<file path="config.mk">
export PLATFORM = sky130hd
export DESIGN_NAME = cidat_ctrl
export DESIGN_NICKNAME = d
export VERILOG_FILES = /design/src/rtl/cidat_pkg.sv /design/src/rtl/cidat_ctrl.sv
export VERILOG_INCLUDE_DIRS = /design/src /design/src/rtl
export SDC_FILE = /design/constraint.sdc
export NUM_CORES = 1
export LEC_CHECK = 0
export BUFFER_PORTS_ARGS = -buffer_cell sky130_fd_sc_hd__buf_2
export CELL_PAD_IN_SITES_DETAIL_PLACEMENT = 0
export CELL_PAD_IN_SITES_GLOBAL_PLACEMENT = 2
export CORE_UTILIZATION = 27
export DETAILED_ROUTE_END_ITERATION = 10
export PLACE_DENSITY = 0.81
export REMOVE_ABC_BUFFERS = 1
export SKIP_CTS_REPAIR_TIMING = 1
export SLEW_MARGIN = 20
export SYNTH_ARGS = -nofsm -noshare
export SYNTH_HDL_FRONTEND = slang
export SYNTH_SLANG_ARGS = --single-unit
</file>
<file path="constraint.sdc">
create_clock -name clk_i -period 4.6 [get_ports clk_i]
set_clock_uncertainty 0.2 [all_clocks]
set_input_delay 0.46 -clock clk_i [delete_from_list [all_inputs] [get_ports clk_i]]
set_output_delay 0.46 -clock clk_i [all_outputs]
set_load 0.02 [all_outputs]
</file>
<file path="src/rtl/assert_macros.svh">
// Assertion macros for the activity table RTL.
// Depends on nothing; included by modules that carry assertions.
`ifndef ASSERT_MACROS_SVH
`define ASSERT_MACROS_SVH
// Implication checked on every clock edge outside reset.
`define ASSERT_IMPL(lbl, clk, rstn, ante, cons, msg) \
  lbl: assert property (@(posedge clk) disable iff (!rstn) (ante) |-> (cons)) \
    else $error(msg);
// Next-cycle implication outside reset.
`define ASSERT_NEXT(lbl, clk, rstn, ante, cons, msg) \
  lbl: assert property (@(posedge clk) disable iff (!rstn) (ante) |=> (cons)) \
    else $error(msg);
`endif

</file>
<file path="src/rtl/cidat_pkg.sv">
// Types and constants of the CAN identifier activity table.
// Depends on nothing; used by every module of the block but cidat_ram.
package cidat_pkg;

  typedef enum logic [1:0] {
    OP_OBSERVE = 2'd0,
    OP_NOTE    = 2'd1,
    OP_TICK    = 2'd2,
    OP_QUERY   = 2'd3
  } op_e;

  typedef enum logic [2:0] {
    ST_HIT       = 3'd0,
    ST_ADDED     = 3'd1,
    ST_FULL      = 3'd2,
    ST_FOUND     = 3'd3,
    ST_QMISS     = 3'd4,
    ST_TICK_DONE = 3'd5
  } status_e;

  typedef enum logic [3:0] {
    S_IDLE,
    S_SRCH_RD,
    S_SRCH_CMP,
    S_DECIDE,
    S_UPD,
    S_RESP_RD,
    S_RESP,
    S_TICK_RD,
    S_TICK_DIV,
    S_TICK_WR,
    S_OUT
  } state_e;

  localparam int unsigned MaxLen    = 8;
  localparam int unsigned RateScale = 1000;
  localparam int unsigned DivBits   = 42;

  // Controller to datapath commands.
  typedef struct packed {
    logic ld_in;
    logic clr_idx;
    logic inc_idx;
    logic rd_en;
    logic sel_found;
    logic sel_new;
    logic cap_match;
    logic wr_upd;
    logic resp_cap;
    logic div_start;
    logic wr_tick;
    logic out_load;
  } ctl_t;

  // Datapath to controller status.
  typedef struct packed {
    logic match;
    logic idx_last;
    logic idx_at_used;
    logic full;
    logic div_done;
    logic found;
    logic has_len;
  } sts_t;

endpackage

</file>
<file path="src/rtl/cidat_ctrl.sv">
// Controller state machine sequencing search, update, tick and response.
// Depends on cidat_pkg and assert_macros.svh.
`include "assert_macros.svh"
module cidat_ctrl import cidat_pkg::*; (
  input  logic       clk_i,
  input  logic       rst_ni,
  input  logic       in_valid_i,
  output logic       in_ready_o,
  output logic       out_valid_o,
  input  logic       out_ready_i,
  input  logic [1:0] operation_i,
  input  sts_t       sts_i,
  output ctl_t       ctl_o
);
  state_e state_q, state_d;
  logic   is_tick_q, is_tick_d, is_upd_q, is_upd_d;
  logic   ovld_q, ovld_d;

  always_comb begin
    state_d = state_q;
    is_tick_d = is_tick_q;
    is_upd_d = is_upd_q;
    case (state_q)
      S_IDLE: begin
        if (in_valid_i && in_ready_o) begin
          is_tick_d = (operation_i == OP_TICK);
          is_upd_d = (operation_i == OP_OBSERVE) || (operation_i == OP_NOTE);
          state_d = (operation_i == OP_TICK) ? S_TICK_RD : S_SRCH_RD;
        end
      end
      S_SRCH_RD: state_d = sts_i.idx_at_used ? S_DECIDE : S_SRCH_CMP;
      S_SRCH_CMP: begin
        if (sts_i.idx_last) begin
          state_d = S_DECIDE;
        end else begin
          state_d = S_SRCH_RD;
        end
      end
      S_DECIDE: begin
        if (is_upd_q && (sts_i.found || !sts_i.full)) begin
          state_d = S_UPD;
        end else begin
          state_d = S_RESP_RD;
        end
      end
      S_UPD: state_d = S_RESP_RD;
      // The result register is loaded in S_RESP only once the previous result has left.
      S_RESP_RD: begin
        if (!ovld_q || out_ready_i) begin
          state_d = S_RESP;
        end
      end
      S_RESP: state_d = S_OUT;
      S_TICK_RD: state_d = sts_i.idx_at_used ? S_OUT : S_TICK_DIV;
      S_TICK_DIV: state_d = S_TICK_WR;
      S_TICK_WR: begin
        if (sts_i.div_done) begin
          state_d = sts_i.idx_last ? S_OUT : S_TICK_RD;
        end
      end
      S_OUT: begin
        if (!ovld_q || out_ready_i) begin
          state_d = S_IDLE;
        end
      end
      default: state_d = S_IDLE;
    endcase
  end

  always_comb begin
    ctl_o = '0;
    case (state_q)
      S_IDLE: begin
        ctl_o.ld_in = in_valid_i && in_ready_o;
        ctl_o.clr_idx = 1'b1;
      end
      S_SRCH_CMP: begin
        ctl_o.cap_match = 1'b1;
        ctl_o.inc_idx = 1'b1;
      end
      S_DECIDE: begin
        ctl_o.sel_found = sts_i.found;
        ctl_o.sel_new = !sts_i.found;
        ctl_o.rd_en = 1'b1;
      end
      S_UPD: begin
        ctl_o.sel_found = 1'b1;
        ctl_o.wr_upd = 1'b1;
      end
      S_RESP_RD: ctl_o.sel_found = 1'b1;
      S_RESP: begin
        ctl_o.sel_found = 1'b1;
        ctl_o.resp_cap = 1'b1;
        ctl_o.out_load = 1'b1;
      end
      S_TICK_DIV: ctl_o.div_start = 1'b1;
      S_TICK_WR: begin
        ctl_o.wr_tick = sts_i.div_done;
        ctl_o.inc_idx = sts_i.div_done;
      end
      S_OUT: ctl_o.out_load = is_tick_q && (!ovld_q || out_ready_i);
      default: ctl_o = '0;
    endcase
  end

  // S_OUT loads the result for tick items; all others load in S_RESP.
  logic s_out_take;
  assign s_out_take = (state_q == S_OUT) && (!ovld_q || out_ready_i);

  always_comb begin
    ovld_d = ovld_q;
    if (out_valid_o && out_ready_i) begin
      ovld_d = 1'b0;
    end
    if (s_out_take) begin
      ovld_d = 1'b1;
    end
  end

  always_ff @(posedge clk_i or negedge rst_ni) begin
    if (!rst_ni) begin
      state_q <= S_IDLE;
      is_tick_q <= 1'b0;
      is_upd_q <= 1'b0;
      ovld_q <= 1'b0;
    end else begin
      state_q <= state_d;
      is_tick_q <= is_tick_d;
      is_upd_q <= is_upd_d;
      ovld_q <= ovld_d;
    end
  end

  assign in_ready_o = (state_q == S_IDLE);
  assign out_valid_o = ovld_q;

  `ASSERT_IMPL(a_ready_idle, clk_i, rst_ni, in_ready_o, state_q == S_IDLE, "ready outside idle")
  `ASSERT_NEXT(a_take_sets_valid, clk_i, rst_ni, s_out_take, out_valid_o, "result not shown")
  `ASSERT_IMPL(a_no_clash, clk_i, rst_ni, ctl_o.wr_upd, !ctl_o.wr_tick, "update and tick write")
endmodule

</file>
==> qor.yml <==
grt_busiest_layer: "met2"
switchingPower_mw: 0.292
antenna_found_initial: 0
portBuffers: 24
wl_um: 1680
dieHeight_um: 52.2
combPwrFrac_pct: 59.7
netlist_area_um2: 681
use_met2_pct: 20.1
cts.clk_slew.worst_paths_ns: 0.05
dieWidth_um: 52.2
synth_common_cells: "nor2_1 (8), dfrtp_1 (7), nand2_1 (7)"
path_class: "flip-flop to primary output"
power_density_nw_per_um2: 702
ys_top_cells_by_area: "dfrtp_1 (26%), buf_6 (5.0%), a21oi_1 (4.4%), nor2_1 (4.4%), nand2_1 (3.9%)"
synth_edf_count: 0
cp_data_arrival_time_ns: 1.74
synthArstFlopShare_pct: 100
finalPower_mw: 0.566
drv_cap: 0
status: "complete, no violations"
route.detailed.drc: 0
cp-end-kind: "primary output"
grt_pass1_wl_um: 2730
grt_overflow: 0
use_met1_pct: 19.1
insertedDiodeCount: 0
dieArea_um2: 2730
leakagePower_nw: 0.384
internal_power_mw: 0.274
drt_first_pass_iters: 4
cts.sinks: 7
htreeDepth: 1
syn2layout_area_growth_pct: 18.4
drtIter0Drc: 7
met3_usage_pct: 4.35
path_max_fanout: 17
numCtsBuffers: 3
rows: 17
clockRootBuffer: "clkbuf_4"
vias: 696
hpwl_um: 1240
swShare_pct: 51.6
drive_gt1_share_pct: 31.4
ios: 27
cts_tree: "yes"
avgSynthCellArea_um2: 8.10
max_freq_ghz: 0.417
place_congestion: 0.864
finalHoldViolCount: 0
ys_seq_area_share_pct: 25.7
fin_crit_sh_pct: 52.1
ys_ff_latch: 7
hp-class: "primary input to flip-flop"
yosys_warnings: 0
yosysTopAreaCell: "dfrtp_1"
pwr-share-seq_pct: 30.9
setup_viol_count_final: 0
clock_latency_ns: 0.25
syn-instance-count: 84
start_util_pct: 29.6
synth_top_area_share_pct: 25.7
synthFlopType: "dfrtp_1"
worst_setup_path_start_kind: "flip-flop"
max-slew-margin-rel_pct: 59.7
grt_pass1_vias: 590
final_nets: 119
wl_per_cell_um: 12.6
core-area_um2: 2300
post-route-min-period_ns: 2.40
avgViaCountPerCell: 5.23
tightest_slew_ns: 0.604
grtUsageTotal_pct: 13.6
setup_tns_ns: 0
ctsLongestPathBuffers: 2
cp.required_ns: 3.94
slew_viol_final: 0
rsz0062_at_grt: "no"
vdd_drop_max_mv: 0.241
final_antenna_net_count: 0
grt_max_degree: 19
clkPwrFrac_pct: 9.4
ys_types: 37
yosysMostFrequentCell: "nor2_1"
[critical path, cell delays in order, from the launching register on]
cell     delay, ns
dfrtp_1       0.72
nor2b_1       0.20
and3_1        0.24
or2_1         0.19
buf_2         0.15
[flip-flops by register name, indices dropped and copies added (netlist names)]
signal,flops
is_tick_q,1
state_q,4
is_upd_q,1
out_valid_o,1
[metrics by stage]
stage	hold slack (ns)	utilization, %	instances	cell area (um^2)	setup WS [ns]
finish	0.212	35.1	133	806	2.20
global route	0.200	35.1	133	806	2.02
CTS	-0.170	34.6	132	796	2.21
detailed placement	0.0991	33.5	128	769	2.47
global placement	0.0995	33.5	128	769	2.45
floorplan	-0.0356	-	76	614	2.38
[cells by family after synthesis]
family / share of synthesized area [%]
simple gates: 32.9
buf+inv: 11.4
fa+ha+maj: 1.47
compound gates: 25.4
mux: 3.12
flops: 25.7
[power by group through the flow]
stage	Combinational [mW]	Clock, mW	Sequential (mW)
CTS	0.339	0.0558	0.174
finish	0.338	0.0531	0.175
detailed placement	0.338	0	0.176
global route	0.376	0.0601	0.185
floorplan	0.260	0	0.152
global placement	0.338	0	0.178
[final timing paths]
check | to | slack [ns] | cells past startpoint | start
max | ctl_o[9] | 2.20 | 4 | state_q[1]$_DFFE_PN0P_
min | is_upd_q$_DFFE_PN0P_ | 0.21 | 2 | operation_i[1]
max reg2reg | state_q[3]$_DFFE_PN0P_ | 2.74 | 4 | state_q[0]$_DFFE_PN0P_
min reg2reg | is_upd_q$_DFFE_PN0P_ | 0.29 | 2 | is_upd_q$_DFFE_PN0P_
max in group asynchronous | state_q[1]$_DFFE_PN0P_ | 3.66 | 2 | rst_ni
min in group asynchronous | state_q[0]$_DFFE_PN0P_ | 0.38 | 2 | rst_ni
[layer usage]
layer / part of all wire [%] / wire length (um) / vias up
met5: 0 / 0 / -
met4: 0 / 0 / 0
met1: 49 / 817 / 324
li1: - / - / 349
met2: 47 / 788 / 23
met3: 4.2 / 71 / 0
[placed cells by master, fill, tap and decap left out, drive strengths merged, types with 2 or more instances in the layout]
cell | Yosys | routed
dfrtp | 7 | 7
a22o | 3 | 3
and3b | 2 | 2
or2 | 3 | 3
a21oi | 6 | 6
nand2b | 3 | 3
o32ai | 2 | 2
nor3 | 4 | 4
nor2 | 8 | 8
o21ai | 6 | 6
nor3b | 2 | 2
inv | 3 | 3
nand2 | 7 | 7
clkbuf | 0 | 4
nor2b | 4 | 4
o2bb2ai | 2 | 2
buf | 8 | 24
[layout make-up]
cell class	instances	area, um^2
Fill cell	255	1490
Multi-Input combinational cell	66	428
Sequential cell	7	175
Timing Repair Buffer	25	130
Tap cell	28	35.0
Clock buffer	4	26.3
Inverter	3	11.3
Note: power is estimated with default switching activity, not from simulation.
